## config.mk

```make
export PLATFORM = sky130hd
export DESIGN_NAME = json_string_unescape_core_flat
export DESIGN_NICKNAME = d
export VERILOG_FILES = /design/src/design/jsu_pkg.sv /design/src/design/jsu_in_if.sv /design/src/design/jsu_out_if.sv /design/src/design/json_string_unescape_core.sv /design/src/design/jsu_front.sv /design/src/design/jsu_queue.sv /design/src/design/jsu_back.sv /design/src/flat_wrapper.sv
export SDC_FILE = /design/constraint.sdc
export NUM_CORES = 1
export LEC_CHECK = 0
export ABC_CLOCK_PERIOD_IN_PS = 9750
export BUFFER_PORTS_ARGS = -buffer_cell sky130_fd_sc_hd__buf_2
export CAP_MARGIN = 15
export CORE_MARGIN = 3
export CORE_UTILIZATION = 60
export CTS_CLUSTER_SIZE = 16
export DETAILED_ROUTE_END_ITERATION = 10
export PLACE_DENSITY_LB_ADDON = 0.2
export SLEW_MARGIN = 20
export SYNTH_ARGS = -nofsm -noshare
export SYNTH_HDL_FRONTEND = slang
export SYNTH_SLANG_ARGS = --single-unit
export TNS_END_PERCENT = 10
```

## constraint.sdc

```tcl
create_clock -name clk -period 9.75 [get_ports clk]
set_input_delay 0.975 -clock clk [delete_from_list [all_inputs] [get_ports clk]]
set_output_delay 0.975 -clock clk [all_outputs]
set_load 0.005 [all_outputs]
```

## src/design/jsu_pkg.sv

```systemverilog
// ============================================================================
// jsu_pkg
// Shared types and constants of the JSON string unescaper: parser phases,
// queue words between the front and back ends, result kinds and error codes.
// ============================================================================
package jsu_pkg;

  // Default depth of the queue between the parser front end and the emitter.
  localparam int unsigned QUEUE_DEPTH = 4;

  typedef enum logic [2:0] {
    PH_IDLE,
    PH_STRING,
    PH_ESCAPE,
    PH_HIGH_HEX,
    PH_WANT_BSL,
    PH_WANT_U,
    PH_LOW_HEX
  } phase_t;

  // What one queue word asks the back end to do.
  typedef enum logic [1:0] {
    OP_BYTES,
    OP_CLOSE,
    OP_FAIL
  } op_t;

  // One queue word: all results caused by one input byte.
  typedef struct packed {
    op_t             op;
    logic [1:0]      count;   // number of bytes minus one
    logic [3:0][7:0] data;    // data[0] goes out first
    logic [3:0]      code;
  } entry_t;

  localparam logic [1:0] KIND_BYTE   = 2'd0;
  localparam logic [1:0] KIND_CLOSED = 2'd1;
  localparam logic [1:0] KIND_ERROR  = 2'd2;

  localparam logic [3:0] ERR_NONE       = 4'd0;
  localparam logic [3:0] ERR_NO_QUOTE   = 4'd1;
  localparam logic [3:0] ERR_CONTROL    = 4'd2;
  localparam logic [3:0] ERR_ESCAPE     = 4'd3;
  localparam logic [3:0] ERR_HEX        = 4'd4;
  localparam logic [3:0] ERR_UNP_HIGH   = 4'd5;
  localparam logic [3:0] ERR_BAD_LOW    = 4'd6;
  localparam logic [3:0] ERR_UNP_LOW    = 4'd7;
  localparam logic [3:0] ERR_UTF8       = 4'd8;
  localparam logic [3:0] ERR_END        = 4'd9;

  localparam logic [15:0] HIGH_SURR_MIN = 16'hd800;
  localparam logic [15:0] HIGH_SURR_MAX = 16'hdbff;
  localparam logic [15:0] LOW_SURR_MIN  = 16'hdc00;
  localparam logic [15:0] LOW_SURR_MAX  = 16'hdfff;
  localparam logic [20:0] SUPPL_BASE    = 21'h10000;
  localparam logic [20:0] CP_MAX        = 21'h10ffff;

  localparam logic [7:0] LEAD2_MIN      = 8'hc2;
  localparam logic [7:0] LEAD2_MAX      = 8'hdf;
  localparam logic [7:0] LEAD3_MIN      = 8'he0;
  localparam logic [7:0] LEAD3_MAX      = 8'hef;
  localparam logic [7:0] LEAD4_MIN      = 8'hf0;
  localparam logic [7:0] LEAD4_MAX      = 8'hf4;
  localparam logic [7:0] CH_SPACE       = 8'h20;

endpackage

```

## src/design/jsu_in_if.sv

```systemverilog
// ============================================================================
// jsu_in_if
// Raw byte channel: one byte of the string literal, or an end of input mark.
// ============================================================================
interface jsu_in_if;
  logic       valid;
  logic       ready;
  logic [7:0] in_byte;
  logic       end_of_input;

  modport source (output valid, output in_byte, output end_of_input, input ready);
  modport sink   (input valid, input in_byte, input end_of_input, output ready);
endinterface

```

## src/design/jsu_out_if.sv

```systemverilog
// ============================================================================
// jsu_out_if
// Result channel: a decoded byte, a valid close or an error code.
// ============================================================================
interface jsu_out_if;
  logic       valid;
  logic       ready;
  logic [7:0] out_byte;
  logic [1:0] result_kind;
  logic [3:0] error_code;
  logic       last;

  modport source (output valid, output out_byte, output result_kind, output error_code,
                  output last, input ready);
  modport sink   (input valid, input out_byte, input result_kind, input error_code,
                  input last, output ready);
endinterface

```

## src/design/json_string_unescape_core.sv

```systemverilog
// ============================================================================
// json_string_unescape_core
// JSON string literal unescaper: resolves escapes and \u sequences to UTF-8
// and checks the emitted byte stream as UTF-8.
//
//   channel   dir  payload                                          word
//   raw       in   in_byte[7:0], end_of_input                       1 byte
//   decoded   out  out_byte[7:0], result_kind[1:0], error_code[3:0], last
//
// One raw word is taken every cycle while the queue has room; each result
// leaves in a cycle of its own, so an escape that expands to four bytes leaves
// as four results, absorbed by the QUEUE_DEPTH-word queue.
// The results of each raw word pass through the queue into the output register.
// Synchronous reset returns the parser to idle and empties the queue.
// Either side may stall without loss: raw.ready drops only when the queue is full.
// ============================================================================
module json_string_unescape_core #(
  parameter int unsigned QUEUE_DEPTH = jsu_pkg::QUEUE_DEPTH
) (
  input  logic      clk,
  input  logic      rst,
  jsu_in_if.sink    raw,
  jsu_out_if.source decoded
);
  import jsu_pkg::*;

  logic   push, full, pop, empty;
  entry_t wr_entry, head;

  jsu_front u_front (
    .clk   (clk),
    .rst   (rst),
    .raw   (raw),
    .full  (full),
    .push  (push),
    .entry (wr_entry)
  );

  jsu_queue #(
    .DEPTH (QUEUE_DEPTH)
  ) u_queue (
    .clk      (clk),
    .rst      (rst),
    .push     (push),
    .wr_entry (wr_entry),
    .full     (full),
    .pop      (pop),
    .head     (head),
    .empty    (empty)
  );

  jsu_back u_back (
    .clk     (clk),
    .rst     (rst),
    .head    (head),
    .empty   (empty),
    .pop     (pop),
    .decoded (decoded)
  );

endmodule

```

## src/design/jsu_front.sv

```systemverilog
// ============================================================================
// jsu_front
// Parser front end: takes one raw byte per cycle while the queue has room,
// tracks escapes and \u sequences, and pushes one queue word per byte that causes any result.
// ============================================================================
module jsu_front (
  input  logic            clk,
  input  logic            rst,
  jsu_in_if.sink          raw,
  input  logic            full,
  output logic            push,
  output jsu_pkg::entry_t entry
);
  import jsu_pkg::*;

  localparam logic [7:0] CH_QUOTE = 8'h22;
  localparam logic [7:0] CH_BSL   = 8'h5c;
  localparam logic [7:0] CH_SLASH = 8'h2f;
  localparam logic [7:0] CH_B     = 8'h62;
  localparam logic [7:0] CH_F     = 8'h66;
  localparam logic [7:0] CH_N     = 8'h6e;
  localparam logic [7:0] CH_R     = 8'h72;
  localparam logic [7:0] CH_T     = 8'h74;
  localparam logic [7:0] CH_U     = 8'h75;

  // Returns {ok, value} for one hexadecimal digit.
  function automatic logic [4:0] hex_digit(input logic [7:0] c);
    logic [4:0] r;
    r = '0;
    if (c >= 8'h30 && c <= 8'h39) begin
      r = {1'b1, c[3:0]};
    end else if ((c >= 8'h61 && c <= 8'h66) || (c >= 8'h41 && c <= 8'h46)) begin
      r = {1'b1, c[3:0] + 4'd9};
    end
    return r;
  endfunction

  // UTF-8 form of a code point as a queue word of one to four bytes.
  function automatic entry_t cp_entry(input logic [20:0] cp);
    entry_t e;
    e = '0;
    e.op = OP_BYTES;
    if (cp <= 21'h7f) begin
      e.count   = 2'd0;
      e.data[0] = cp[7:0];
    end else if (cp <= 21'h7ff) begin
      e.count   = 2'd1;
      e.data[0] = {3'b110, cp[10:6]};
      e.data[1] = {2'b10, cp[5:0]};
    end else if (cp <= 21'hffff) begin
      e.count   = 2'd2;
      e.data[0] = {4'b1110, cp[15:12]};
      e.data[1] = {2'b10, cp[11:6]};
      e.data[2] = {2'b10, cp[5:0]};
    end else begin
      e.count   = 2'd3;
      e.data[0] = {5'b11110, cp[20:18]};
      e.data[1] = {2'b10, cp[17:12]};
      e.data[2] = {2'b10, cp[11:6]};
      e.data[3] = {2'b10, cp[5:0]};
    end
    return e;
  endfunction

  function automatic entry_t fail_entry(input logic [3:0] code);
    entry_t e;
    e = '0;
    e.op   = OP_FAIL;
    e.code = code;
    return e;
  endfunction

  phase_t      phase, phase_next;
  logic [1:0]  hex_count, hex_count_next;
  logic [15:0] high_unit, high_unit_next;
  logic [15:0] low_unit, low_unit_next;

  logic        take;
  logic [7:0]  b;
  logic [4:0]  digit;
  logic [15:0] high_shift, low_shift;
  logic        hex_done;
  logic        high_is_lead, high_is_trail, low_ok;
  logic        clear_state;
  logic [20:0] pair_cp;

  assign raw.ready     = !full;
  assign take          = raw.valid && raw.ready;
  assign b             = raw.in_byte;
  assign digit         = hex_digit(b);
  assign high_shift    = {high_unit[11:0], digit[3:0]};
  assign low_shift     = {low_unit[11:0], digit[3:0]};
  assign hex_done      = (hex_count == 2'd3);
  assign high_is_lead  = (high_shift >= HIGH_SURR_MIN) && (high_shift <= HIGH_SURR_MAX);
  assign high_is_trail = (high_shift >= LOW_SURR_MIN) && (high_shift <= LOW_SURR_MAX);
  assign low_ok        = (low_shift >= LOW_SURR_MIN) && (low_shift <= LOW_SURR_MAX);
  // Inside the high surrogate range the offset is just the low ten bits.
  assign pair_cp       = SUPPL_BASE + {1'b0, high_unit[9:0], low_shift[9:0]};

  always_comb begin
    phase_next = phase;
    if (take) begin
      if (raw.end_of_input) begin
        phase_next = PH_IDLE;
      end else begin
        case (phase)
          PH_IDLE: begin
            phase_next = (b == CH_QUOTE) ? PH_STRING : PH_IDLE;
          end
          PH_STRING: begin
            if (b == CH_QUOTE || b < CH_SPACE) phase_next = PH_IDLE;
            else if (b == CH_BSL) phase_next = PH_ESCAPE;
          end
          PH_ESCAPE: begin
            case (b)
              CH_QUOTE, CH_BSL, CH_SLASH, CH_B, CH_F, CH_N, CH_R, CH_T: begin
                phase_next = PH_STRING;
              end
              CH_U:    phase_next = PH_HIGH_HEX;
              default: phase_next = PH_IDLE;
            endcase
          end
          PH_HIGH_HEX: begin
            if (!digit[4]) phase_next = PH_IDLE;
            else if (hex_done) begin
              if (high_is_lead) phase_next = PH_WANT_BSL;
              else if (high_is_trail) phase_next = PH_IDLE;
              else phase_next = PH_STRING;
            end
          end
          PH_WANT_BSL: begin
            phase_next = (b == CH_BSL) ? PH_WANT_U : PH_IDLE;
          end
          PH_WANT_U: begin
            phase_next = (b == CH_U) ? PH_LOW_HEX : PH_IDLE;
          end
          PH_LOW_HEX: begin
            if (!digit[4]) phase_next = PH_IDLE;
            else if (hex_done) phase_next = low_ok ? PH_STRING : PH_IDLE;
          end
          default: phase_next = PH_IDLE;
        endcase
      end
    end
  end

  always_comb begin
    push           = 1'b0;
    entry          = '0;
    clear_state    = 1'b0;
    hex_count_next = hex_count;
    high_unit_next = high_unit;
    low_unit_next  = low_unit;
    if (take) begin
      if (raw.end_of_input) begin
        push        = 1'b1;
        entry       = fail_entry(ERR_END);
        clear_state = 1'b1;
      end else begin
        case (phase)
          PH_IDLE: begin
            if (b != CH_QUOTE) begin
              push        = 1'b1;
              entry       = fail_entry(ERR_NO_QUOTE);
              clear_state = 1'b1;
            end
          end
          PH_STRING: begin
            if (b == CH_QUOTE) begin
              push        = 1'b1;
              entry.op    = OP_CLOSE;
              clear_state = 1'b1;
            end else if (b < CH_SPACE) begin
              push        = 1'b1;
              entry       = fail_entry(ERR_CONTROL);
              clear_state = 1'b1;
            end else if (b != CH_BSL) begin
              push          = 1'b1;
              entry.data[0] = b;
            end
          end
          PH_ESCAPE: begin
            push = 1'b1;
            case (b)
              CH_QUOTE, CH_BSL, CH_SLASH: entry.data[0] = b;
              CH_B: entry.data[0] = 8'h08;
              CH_F: entry.data[0] = 8'h0c;
              CH_N: entry.data[0] = 8'h0a;
              CH_R: entry.data[0] = 8'h0d;
              CH_T: entry.data[0] = 8'h09;
              CH_U: begin
                push           = 1'b0;
                hex_count_next = 2'd0;
                high_unit_next = '0;
              end
              default: begin
                entry       = fail_entry(ERR_ESCAPE);
                clear_state = 1'b1;
              end
            endcase
          end
          PH_HIGH_HEX: begin
            if (!digit[4]) begin
              push        = 1'b1;
              entry       = fail_entry(ERR_HEX);
              clear_state = 1'b1;
            end else begin
              high_unit_next = high_shift;
              hex_count_next = hex_count + 2'd1;
              if (hex_done && !high_is_lead) begin
                push = 1'b1;
                if (high_is_trail) begin
                  entry       = fail_entry(ERR_UNP_LOW);
                  clear_state = 1'b1;
                end else begin
                  entry = cp_entry({5'd0, high_shift});
                end
              end
            end
          end
          PH_WANT_BSL: begin
            if (b != CH_BSL) begin
              push        = 1'b1;
              entry       = fail_entry(ERR_UNP_HIGH);
              clear_state = 1'b1;
            end
          end
          PH_WANT_U: begin
            if (b != CH_U) begin
              push        = 1'b1;
              entry       = fail_entry(ERR_UNP_HIGH);
              clear_state = 1'b1;
            end else begin
              hex_count_next = 2'd0;
              low_unit_next  = '0;
            end
          end
          PH_LOW_HEX: begin
            if (!digit[4]) begin
              push        = 1'b1;
              entry       = fail_entry(ERR_HEX);
              clear_state = 1'b1;
            end else begin
              low_unit_next  = low_shift;
              hex_count_next = hex_count + 2'd1;
              if (hex_done) begin
                push = 1'b1;
                if (!low_ok) begin
                  entry       = fail_entry(ERR_BAD_LOW);
                  clear_state = 1'b1;
                end else begin
                  entry = cp_entry(pair_cp);
                end
              end
            end
          end
          default: clear_state = 1'b1;
        endcase
      end
      if (clear_state) begin
        hex_count_next = '0;
        high_unit_next = '0;
        low_unit_next  = '0;
      end
    end
  end

  always_ff @(posedge clk) begin
    if (rst) begin
      phase     <= PH_IDLE;
      hex_count <= '0;
      high_unit <= '0;
      low_unit  <= '0;
    end else begin
      phase     <= phase_next;
      hex_count <= hex_count_next;
      high_unit <= high_unit_next;
      low_unit  <= low_unit_next;
    end
  end

  a_end_fails: assert property (@(posedge clk) disable iff (rst)
    (take && raw.end_of_input) |-> (push && entry.op == OP_FAIL && entry.code == ERR_END))
    else $error("end of input did not raise the end error");

endmodule

```

## src/design/jsu_queue.sv

```systemverilog
// ============================================================================
// jsu_queue
// Small first-in first-out buffer of queue words between front and back end.
// ============================================================================
module jsu_queue #(
  parameter int unsigned DEPTH = jsu_pkg::QUEUE_DEPTH
) (
  input  logic            clk,
  input  logic            rst,
  input  logic            push,
  input  jsu_pkg::entry_t wr_entry,
  output logic            full,
  input  logic            pop,
  output jsu_pkg::entry_t head,
  output logic            empty
);
  import jsu_pkg::*;

  localparam int unsigned PTR_W = (DEPTH > 1) ? $clog2(DEPTH) : 1;
  localparam int unsigned CNT_W = $clog2(DEPTH + 1);

  entry_t             slots [DEPTH];
  logic [PTR_W-1:0]   wr_ptr, rd_ptr;
  logic [CNT_W-1:0]   count;

  assign full  = (count == CNT_W'(DEPTH));
  assign empty = (count == '0);
  assign head  = slots[rd_ptr];

  function automatic logic [PTR_W-1:0] advance(input logic [PTR_W-1:0] p);
    return (p == PTR_W'(DEPTH - 1)) ? '0 : p + 1'b1;
  endfunction

  always_ff @(posedge clk) begin
    if (push) begin
      slots[wr_ptr] <= wr_entry;
    end
  end

  always_ff @(posedge clk) begin
    if (rst) begin
      wr_ptr <= '0;
      rd_ptr <= '0;
      count  <= '0;
    end else begin
      if (push) wr_ptr <= advance(wr_ptr);
      if (pop)  rd_ptr <= advance(rd_ptr);
      if (push && !pop) count <= count + 1'b1;
      else if (pop && !push) count <= count - 1'b1;
    end
  end

  a_no_overflow: assert property (@(posedge clk) disable iff (rst) push |-> !full)
    else $error("queue written while full");
  a_no_underflow: assert property (@(posedge clk) disable iff (rst) pop |-> !empty)
    else $error("queue read while empty");

endmodule

```

## src/design/jsu_back.sv

```systemverilog
// ============================================================================
// jsu_back
// Emitter back end: while the output is not stalled, drains queue words one result
// per cycle into an output register; runs the streaming UTF-8 check over every emitted byte.
// ============================================================================
module jsu_back (
  input  logic            clk,
  input  logic            rst,
  input  jsu_pkg::entry_t head,
  input  logic            empty,
  output logic            pop,
  jsu_out_if.source       decoded
);
  import jsu_pkg::*;

  logic        hold_valid;
  logic [7:0]  hold_byte;
  logic [1:0]  hold_kind;
  logic [3:0]  hold_code;
  logic        hold_last;

  logic [1:0]  idx, idx_next;
  logic [1:0]  utf8_pending, utf8_pending_next;
  logic [1:0]  utf8_length, utf8_length_next;
  logic [20:0] utf8_partial, utf8_partial_next;
  logic        utf8_bad, utf8_bad_next;

  logic        load;
  logic        terminal;
  logic [7:0]  cur;
  logic [7:0]  r_byte;
  logic [1:0]  r_kind;
  logic [3:0]  r_code;
  logic        r_last;

  assign load     = !empty && (!hold_valid || decoded.ready);
  assign terminal = (head.op != OP_BYTES);
  assign cur      = head.data[idx];
  assign pop      = load && r_last;

  assign decoded.valid       = hold_valid;
  assign decoded.out_byte    = hold_byte;
  assign decoded.result_kind = hold_kind;
  assign decoded.error_code  = hold_code;
  assign decoded.last        = hold_last;

  always_comb begin
    r_byte = '0;
    r_kind = KIND_ERROR;
    r_code = head.code;
    r_last = 1'b1;
    case (head.op)
      OP_BYTES: begin
        r_byte = cur;
        r_kind = KIND_BYTE;
        r_code = ERR_NONE;
        r_last = (idx == head.count);
      end
      OP_CLOSE: begin
        if (utf8_pending != 2'd0 || utf8_bad) begin
          r_code = ERR_UTF8;
        end else begin
          r_kind = KIND_CLOSED;
          r_code = ERR_NONE;
        end
      end
      OP_FAIL: r_kind = KIND_ERROR;
      default: r_kind = KIND_ERROR;
    endcase
  end

  // Streaming UTF-8 check; a close or an error starts it afresh.
  always_comb begin
    utf8_pending_next = utf8_pending;
    utf8_length_next  = utf8_length;
    utf8_partial_next = utf8_partial;
    utf8_bad_next     = utf8_bad;
    idx_next          = idx;
    if (load) begin
      idx_next = r_last ? 2'd0 : idx + 2'd1;
      if (terminal) begin
        utf8_pending_next = '0;
        utf8_length_next  = '0;
        utf8_partial_next = '0;
        utf8_bad_next     = 1'b0;
      end else if (!utf8_bad) begin
        if (utf8_pending != 2'd0) begin
          if (cur[7:6] != 2'b10) begin
            utf8_bad_next = 1'b1;
          end else begin
            utf8_partial_next = {utf8_partial[14:0], cur[5:0]};
            utf8_pending_next = utf8_pending - 2'd1;
            if (utf8_pending == 2'd1) begin
              if ((utf8_length == 2'd1 && utf8_partial_next < 21'h80) ||
                  (utf8_length == 2'd2 && utf8_partial_next < 21'h800) ||
                  (utf8_length == 2'd3 && utf8_partial_next < SUPPL_BASE) ||
                  (utf8_partial_next >= {5'd0, HIGH_SURR_MIN} &&
                   utf8_partial_next <= {5'd0, LOW_SURR_MAX}) ||
                  utf8_partial_next > CP_MAX) begin
                utf8_bad_next = 1'b1;
              end
            end
          end
        end else if (cur[7]) begin
          if (cur >= LEAD2_MIN && cur <= LEAD2_MAX) begin
            utf8_length_next  = 2'd1;
            utf8_pending_next = 2'd1;
            utf8_partial_next = {16'd0, cur[4:0]};
          end else if (cur >= LEAD3_MIN && cur <= LEAD3_MAX) begin
            utf8_length_next  = 2'd2;
            utf8_pending_next = 2'd2;
            utf8_partial_next = {17'd0, cur[3:0]};
          end else if (cur >= LEAD4_MIN && cur <= LEAD4_MAX) begin
            utf8_length_next  = 2'd3;
            utf8_pending_next = 2'd3;
            utf8_partial_next = {18'd0, cur[2:0]};
          end else begin
            utf8_bad_next = 1'b1;
          end
        end
      end
    end
  end

  always_ff @(posedge clk) begin
    if (load) begin
      hold_byte <= r_byte;
      hold_kind <= r_kind;
      hold_code <= r_code;
      hold_last <= r_last;
    end
  end

  always_ff @(posedge clk) begin
    if (rst) begin
      hold_valid   <= 1'b0;
      idx          <= '0;
      utf8_pending <= '0;
      utf8_length  <= '0;
      utf8_partial <= '0;
      utf8_bad     <= 1'b0;
    end else begin
      if (load) hold_valid <= 1'b1;
      else if (decoded.ready) hold_valid <= 1'b0;
      idx          <= idx_next;
      utf8_pending <= utf8_pending_next;
      utf8_length  <= utf8_length_next;
      utf8_partial <= utf8_partial_next;
      utf8_bad     <= utf8_bad_next;
    end
  end

  a_code_matches_kind: assert property (@(posedge clk) disable iff (rst)
    hold_valid |-> ((hold_kind == KIND_ERROR) == (hold_code != ERR_NONE)))
    else $error("error code disagrees with result kind");
  a_check_cleared: assert property (@(posedge clk) disable iff (rst)
    (load && terminal) |=> (utf8_pending == 2'd0 && !utf8_bad))
    else $error("UTF-8 check not cleared after end of string");
  a_index_in_word: assert property (@(posedge clk) disable iff (rst)
    (!empty && head.op == OP_BYTES) |-> (idx <= head.count))
    else $error("byte index beyond queue word");

endmodule
```

## src/flat_wrapper.sv

```systemverilog
// flat-port wrapper written by rule: the top's interface ports become plain ports
module json_string_unescape_core_flat import jsu_pkg::*;
#(
  parameter int unsigned QUEUE_DEPTH = jsu_pkg::QUEUE_DEPTH
)
  (clk, rst, raw_valid, raw_in_byte, raw_end_of_input, raw_ready, decoded_valid, decoded_out_byte, decoded_result_kind, decoded_error_code, decoded_last, decoded_ready);
  jsu_in_if raw_i ();
  jsu_out_if decoded_i ();
  input  logic clk;
  input  logic rst;
  input wire logic [$bits(raw_i.valid)-1:0] raw_valid;
  input wire logic [$bits(raw_i.in_byte)-1:0] raw_in_byte;
  input wire logic [$bits(raw_i.end_of_input)-1:0] raw_end_of_input;
  output wire logic [$bits(raw_i.ready)-1:0] raw_ready;
  output wire logic [$bits(decoded_i.valid)-1:0] decoded_valid;
  output wire logic [$bits(decoded_i.out_byte)-1:0] decoded_out_byte;
  output wire logic [$bits(decoded_i.result_kind)-1:0] decoded_result_kind;
  output wire logic [$bits(decoded_i.error_code)-1:0] decoded_error_code;
  output wire logic [$bits(decoded_i.last)-1:0] decoded_last;
  input wire logic [$bits(decoded_i.ready)-1:0] decoded_ready;
  assign raw_i.valid = raw_valid;
  assign raw_i.in_byte = raw_in_byte;
  assign raw_i.end_of_input = raw_end_of_input;
  assign raw_ready = raw_i.ready;
  assign decoded_valid = decoded_i.valid;
  assign decoded_out_byte = decoded_i.out_byte;
  assign decoded_result_kind = decoded_i.result_kind;
  assign decoded_error_code = decoded_i.error_code;
  assign decoded_last = decoded_i.last;
  assign decoded_i.ready = decoded_ready;
  json_string_unescape_core #(.QUEUE_DEPTH(QUEUE_DEPTH)) u_core (.clk(clk), .rst(rst), .raw(raw_i), .decoded(decoded_i));
endmodule
```

Yosys cells after proc, flatten, opt, wreduce, memory -nomap -nowiden --
Memory sizes are Yosys's and may differ from the RTL's. A register that Yosys moved wholly into a read port is not among the register bits. Cells that the tools add are included.
Operators by class: eq/ne operators 41, reduce and logical (&&, ||, !) cells 57, order comparisons 31, shift-type cells 0, div/mod/pow operators 0, multipliers 0, muxes and demuxes 141, $add $sub $neg 9, bitwise gates (word level) 0
Operators with widths (number):
- $mux 40 | 11
- $pmux 40 s7 | 1
- $mux 15 | 8
- $mux 12 | 8
- $mux 2 | 29
- $eq 8x7->1 const B | 7
- $mux 28 | 2
- $mux 8 | 7
- $ge 16x16->1 const B | 3
- $le 16x16->1 const B | 3
- $mux 16 | 3
- $pmux 12 s2 | 2
- $pmux 8 s6 | 1
- $le 21x16->1 const B | 2
- $mux 1 | 42
- $mux 38 | 1
- $mux 3 | 12
- $ge 8x8->1 const B | 3
- $le 8x8->1 const B | 3
- $mux 24 | 1
- $mux 22 | 1
- $add 17x20->21 const A | 1
- $ge 21x16->1 const B | 1
- $gt 21x21->1 const B | 1
- other kinds (57) | 126
Storage, ports and cells: register bits after elaboration 74, bits in latches 0, ROM bits 0, RAM bits 160, input bits 13, memories 1, logic and storage cells 297
Memories:
- u_core.u_queue.slots | words 4, width 40, rd ports 1, clocked after Yosys merged registers in 1, write ports 1, RTL line jsu_queue.sv:22 | entry_t slots [DEPTH];

Logic depth before layout (Yosys ltp) --
word-level depth 18, depth in mapped cells 15, depth with buffers taken out 14

By module --
From an unflattened synthesis, not the netlist that was laid out.
Second synthesis, totals: cells, all modules 973, area total of the unflattened synthesis 11817.6 um^2
Modules (own cells, without submodules):
- jsu_queue | area an instance 6257.3 um^2, instances 1, cells each 253
- jsu_front | area an instance 3500.9 um^2, instances 1, cells each 515
- jsu_back | area an instance 2059.5 um^2, instances 1, cells each 205

Worst setup path after synthesis --
OpenSTA, ideal clock, no wires.
kind input -> register, from in raw_in_byte[1], to mem u_core.u_queue.slots[3][0] (netlist bit) (enable), cell stages on the path 9, buffers on the path 0, setup slack 5.519 ns, arrival time 3.835 ns, required time 9.353 ns, cell sequence inv_1 ha_1 o21bai_1 a21oi_1 a21oi_1 a32oi_1 o311ai_1 a21oi_1 and2_1
On the way: longest elaborated chain between the ends 16, elaborated cells on any way between the ends 38, classes of those cells 1 x add/sub; 9 x order compare; 5 x eq/ne; 16 x mux; 7 x reduce/logical
Ends and longest elaborated chain:
- start, declared | RTL line flat_wrapper.sv:12 | input wire logic [$bits(raw_i.in_byte)-1:0] raw_in_byte;
- $ge 8x7->1 or $le 8x7->1 (tied branches) | RTL line jsu_front.sv:32 | end else if ((c >= 8'h61 && c <= 8'h66) || (c >= 8'h41 && c <= 8'h46)) begin
- $logic_and 1x1->1 | RTL line jsu_front.sv:32
- $logic_or 1x1->1 | RTL line jsu_front.sv:32
- $mux 5 | RTL line jsu_front.sv:32
- $mux 5 | RTL line jsu_front.sv:30 | if (c >= 8'h30 && c <= 8'h39) begin
- $ge 16x16->1 or $le 16x16->1 (tied branches) | RTL line jsu_front.sv:94 | assign high_is_lead = (high_shift >= HIGH_SURR_MIN) && (high_shift <= HIGH_SURR_MAX);
- $logic_and 1x1->1 | RTL line jsu_front.sv:94
- $logic_not 1->1 | RTL line jsu_front.sv:210 | if (hex_done && !high_is_lead) begin
- $logic_and 1x1->1 | RTL line jsu_front.sv:210
- $mux 1 | RTL line jsu_front.sv:210
- $mux 1 | RTL line jsu_front.sv:203 | if (!digit[4]) begin
- $pmux 1 s7 (*) | RTL line jsu_front.sv:160 | case (phase)
- $mux 1 (*) | RTL line jsu_front.sv:155 | if (raw.end_of_input) begin
- $mux 1 (*) | RTL line jsu_front.sv:154 | if (take) begin
- via u_core.push | RTL line json_string_unescape_core.sv:27 | logic push, full, pop, empty;
- $mux 1 (*) | RTL line jsu_queue.sv:35 | if (push) begin
- $mux 1 (not written as such) (*) | RTL line jsu_queue.sv:36 | slots[wr_ptr] <= wr_entry;
- end, declared | RTL line jsu_queue.sv:22
The timed path passes the listed nets; every way through them passes the cells marked *.

Final worst setup path --
from in raw_in_byte[0], to reg u_core.u_queue.count[2]
On the way: longest elaborated chain between the ends 17, elaborated cells on any way between the ends 41, classes of those cells 1 x add/sub; 9 x order compare; 5 x eq/ne; 15 x mux; 11 x reduce/logical
Ends and longest elaborated chain:
- $ge 8x7->1 or $le 8x7->1 (tied branches) | RTL line jsu_front.sv:32
- $logic_and 1x1->1 | RTL line jsu_front.sv:32
- $logic_or 1x1->1 | RTL line jsu_front.sv:32
- $mux 5 | RTL line jsu_front.sv:32
- $mux 5 | RTL line jsu_front.sv:30
- $ge 16x16->1 or $le 16x16->1 (tied branches) | RTL line jsu_front.sv:94
- $logic_and 1x1->1 | RTL line jsu_front.sv:94
- $logic_not 1->1 | RTL line jsu_front.sv:210
- [2 not listed]
- $mux 1 | RTL line jsu_front.sv:203
- $pmux 1 s7 (*) | RTL line jsu_front.sv:160
- $mux 1 (*) | RTL line jsu_front.sv:155
- $mux 1 (*) | RTL line jsu_front.sv:154
- via u_core.push | RTL line json_string_unescape_core.sv:27
- $logic_not 1->1 | RTL line jsu_queue.sv:49 | else if (pop && !push) count <= count - 1'b1;
- $logic_and 1x1->1 | RTL line jsu_queue.sv:49
- $reduce_bool 2->1 (no source line)
- end signal, assigned | RTL line jsu_queue.sv:48 | if (push && !pop) count <= count + 1'b1;
- end signal, assigned | RTL line jsu_queue.sv:49
- end, declared | RTL line jsu_queue.sv:24 | logic [CNT_W-1:0] count;
Marked as above. A chain may end at the register's enable or synchronous reset.

==> out/metrics.csv <==
stage,metric,value,unit
status,status,completed,
finish,filler instances,1292,
worst_setup_path,Startpoint Class,input port,
yosys,XOR/XNOR Fraction of Synth Area,0.5624,%
worst_setup_path,Crit path buffers/inverters,3,
worst_hold_path,worst hold path class,reg2reg,
worst_setup_path,kind of critical path,in2reg,
drt,Post-DRT Antenna Nets,0,
worst_setup_path,"Data arrival, critical path",5.08,ns
drt,DR vias/cell,6.896,
timing,minimum clock period,4.643,ns
timing,Slew Limit Fails,0,
worst_setup_path,crit path cell chain,"buf_2, inv_1, ha_1, o21bai_1, a21oi_1, a21oi_1, a32oi_1, o311ai_1, a21oi_1, ha_1, inv_1, fa_1, xor2_1, or3_1, a21oi_1",
clock_tree,post-cts sizing count,0,
clock_tree,CTS tree,yes,
yosys,compound-cell area share of the yosys netlist,14.20,%
clock_tree,"CTS clk-pin slew, worst paths",0.06,ns
power,P_leak,3.933,nW
worst_setup_path,slowest CP cell,a21oi_1,
timing,slew of the pin with the lowest slew margin,0.8955,ns
clock_tree,CTS root buf,clkbuf_16,
floorplan,die width,140.8,um
worst_hold_path,hold path startpoint,u_core.u_back.utf8_partial[12],
finish,Inserted Diodes,0,
timing,Setup Viol. Count Final,0,
worst_setup_path,slowest cell delay on critical path,0.54,ns
floorplan,Std-Cell Rows,48,
timing,Slew headroom,39.84,%
clock_tree,Num CTS Buffers,23,
floorplan,die area,19820,sq um
placement,IO buf count,29,
drt,Routed WL,27660,um
floorplan,core area,17540,sq um
yosys,Syn Area/Cell,12.28,sq um
global_routing,largest net degree at the start of global routing,37,
yosys,Most used DFF post-synth,edfxtp_1,
floorplan,Chip Height,140.8,um
finish,Final nets,935,
drt,number of DRC markers in iteration 0,894,
finish,share of layout cells above drive strength 1,17.79,%
timing,aggregate negative setup slack,0,ns
floorplan,Initial Util,62.16,%
worst_setup_path,Critical Path Sink Type,register,
floorplan,io pins,30,
yosys,Mapped Area,10900,sq um
timing,final worst-path cycle share,47.62,%
finish,Area Growth Syn to Fin,9.101,%
finish,Seq. cell area,5997,sq um
worst_setup_path,crit path from,raw_in_byte[0],
flow_run,max-cap check violation count,0,
yosys,Synth cell types,100,
yosys,async set-or-reset flop fraction in the synthesized netlist,0,%
finish,area of the multi-input gates,4591,sq um
drt,routed via count,7910,
power,Max rail drop VDD,0.2284,mV
timing,Worst Skew,0.01891,ns
clock_tree,Clock Sinks,220,
timing,hold violation total from the final report,0,
global_routing,vias in the first global route,7694,
worst_setup_path,crit path max fanout,10,
yosys,post-synthesis mux area share,10.15,%
clock_tree,Post-CTS Setup Inserts,0,
yosys,sequential cell area fraction in the yosys report,55.00,%
yosys,Cells after Synth,888,
placement,GPL Wtd Cong,0.9973,
worst_setup_path,"CP delay by family, top",compound AO/OA/AOI/OAI gates,
power,total chip power,2.751,mW
yosys,Synth Warn #,0,
drt,mean routed wirelength per cell,24.12,um
timing,achievable clock frequency,215.4,MHz
placement,detailed placement HPWL,18580,um
yosys,post-synthesis simple-gate area fraction,15.13,%
global_routing,gr usage total,27.98,%
worst_setup_path,Reg2Reg Launch Point,u_core.u_front.high_unit[6],
clock_tree,Clock Latency Late Sink,0.53,ns
global_routing,GRT Residual Overflow,0,
global_routing,initial antenna violation count,0,
yosys,register bit count reported by yosys,220,
yosys,adder-cell share of the synthesized area,2.020,%
power,Pwr Density,231.3,nW/um^2
timing,worst hold slack,0.4485,ns
yosys,largest family of logic cells by synthesized area,simple AND/OR/NAND/NOR gates,
worst_setup_path,CP most frequent cell,a21oi_1,
clock_tree,hold_buf cts,0,
clock_tree,# H-tree levels,1,
yosys,"EDFF count, synth",159,
global_routing,wire length of the first global-routing pass,43610,um
drt,# DRC,0,
drt,DRT Pass-1 Iters,6,
timing,RSZ-0062 raised after global routing,false,
yosys,Synthesized Nets,918,
finish,fin util,67.82,%
worst_setup_path,Worst Path Required,10.19,ns
clock_tree,CTS Buffer Depth,3,
## routing by layer
layer  GRT usage (%)  wire, um
met5               0         0
met4           9.383       966
met3           4.613      2258
met2           45.34     13310
met1           39.00     11120
## cell type report
type | count | share of cell area, %
Inverter | 17 | 0.5365
Clock buffer | 34 | 5.439
Timing Repair Buffer | 41 | 1.978
Multi-Input combinational cell | 602 | 38.60
Tap cell | 225 | 2.367
Clock inverter | 8 | 0.6627
Sequential cell | 220 | 50.42
## power by group
group | switching, mW | internal (mW) | total [mW]
combinational | 0.438 | 0.289 | 0.727
sequential | 0.0464 | 1.13 | 1.18
clock | 0.358 | 0.489 | 0.846
## cell usage after synthesis (8+ instances only)
library cell	instances	share of area [%]
edfxtp_1	159	44
mux2i_1	13	1.2
nand2_1	66	2.3
o21ai_0	26	1.2
buf_2	8	0.37
nor2_1	65	2.2
ha_1	16	1.8
a22oi_1	16	1.1
mux2_2	8	0.83
a21oi_1	60	2.8
dfxtp_1	61	11
a31oi_1	11	0.63
nor3_1	15	0.69
clkbuf_1	25	0.86
and3_1	18	1.0
inv_1	16	0.55
a22o_1	28	2.2
nand3_1	26	1.2
mux4_2	37	7.6
nand2b_1	11	0.63
and2_1	17	0.98
nand4_1	16	0.92
## path summary, 6_finish.rpt
check                                    to  slack (ns)  depth (start not counted)
max                 u_core.u_queue.count[2]        5.11                         15
min          u_core.u_back.utf8_partial[12]        0.45                          2
max reg2reg         u_core.u_queue.count[2]        5.82                         13
min reg2reg  u_core.u_back.utf8_partial[12]        0.45                          2
## metrics by stage
| step | cell area (sq um) | instances | setup slack [ns] |
|---|---|---|---|
| 2_1_floorplan | 10900 | 888 | 5.519 |
| 3_3_place_gp | 11150 | 1104 | 4.958 |
| 3_5_place_dp | 11150 | 1104 | 4.666 |
| 4_1_cts | 11880 | 1146 | 5.189 |
| 5_1_grt | 11890 | 1147 | 4.790 |
| 6_report | 11890 | 1147 | 5.107 |
## cells by family (layout without fill, tap and decap cells)
kind of cell               count (synthesis)  after routing
and+or+nand+nor                          295            295
DFF                                      220            220
muxes                                     61             61
adders and majority gates                 17             17
AOI/OAI and AO/OA                        222            222
buffers and inverters                     66            100
xor gates and xnor gates                   7              7
## worst register-to-register path, delay by kind of cell, from the launching register on
kind                     cells  cell delay [ns]
AO/OA/AOI/OAI                5             1.39
adder cells (fa/ha/maj)      3             0.95
buffers and inverters        2             0.29
XOR/XNOR                     1             0.17
AND/OR/NAND/NOR              2             0.44
flip-flops                   1             0.59
## placed cells by master, fill, tap and decap left out, types with 8 or more instances in the layout
cell / n
nand2_1: 66
mux2_2: 8
a31oi_1: 10
nor3_1: 15
a22oi_1: 16
nand4_1: 16
clkbuf_16: 23
a22o_1: 28
inv_1: 16
ha_1: 16
edfxtp_1: 159
nand3_1: 26
nor2_1: 65
nand2b_1: 11
mux2i_1: 13
and3_1: 18
o21ai_0: 26
clkbuf_1: 8
and2_1: 17
buf_4: 11
mux4_2: 37
buf_2: 29
a21oi_1: 60
dfxtp_1: 60
## sequential cells by signal, summed over array words and instances, names as in the netlist, 2 cells and up, named ones only
signal                             flops
u_core.u_back.decoded.error_code       4
u_core.u_back.decoded.out_byte         8
u_core.u_back.decoded.result_kind      2
u_core.u_back.idx                      2
u_core.u_back.utf8_length              2
u_core.u_back.utf8_partial            15
u_core.u_back.utf8_pending             2
u_core.u_front.hex_count               2
u_core.u_front.high_unit              12
u_core.u_front.low_unit               12
u_core.u_front.phase                   3
u_core.u_queue.count                   3
u_core.u_queue.rd_ptr                  2
u_core.u_queue.slots                 144
u_core.u_queue.wr_ptr                  2
(Power assumes the default switching activity.)
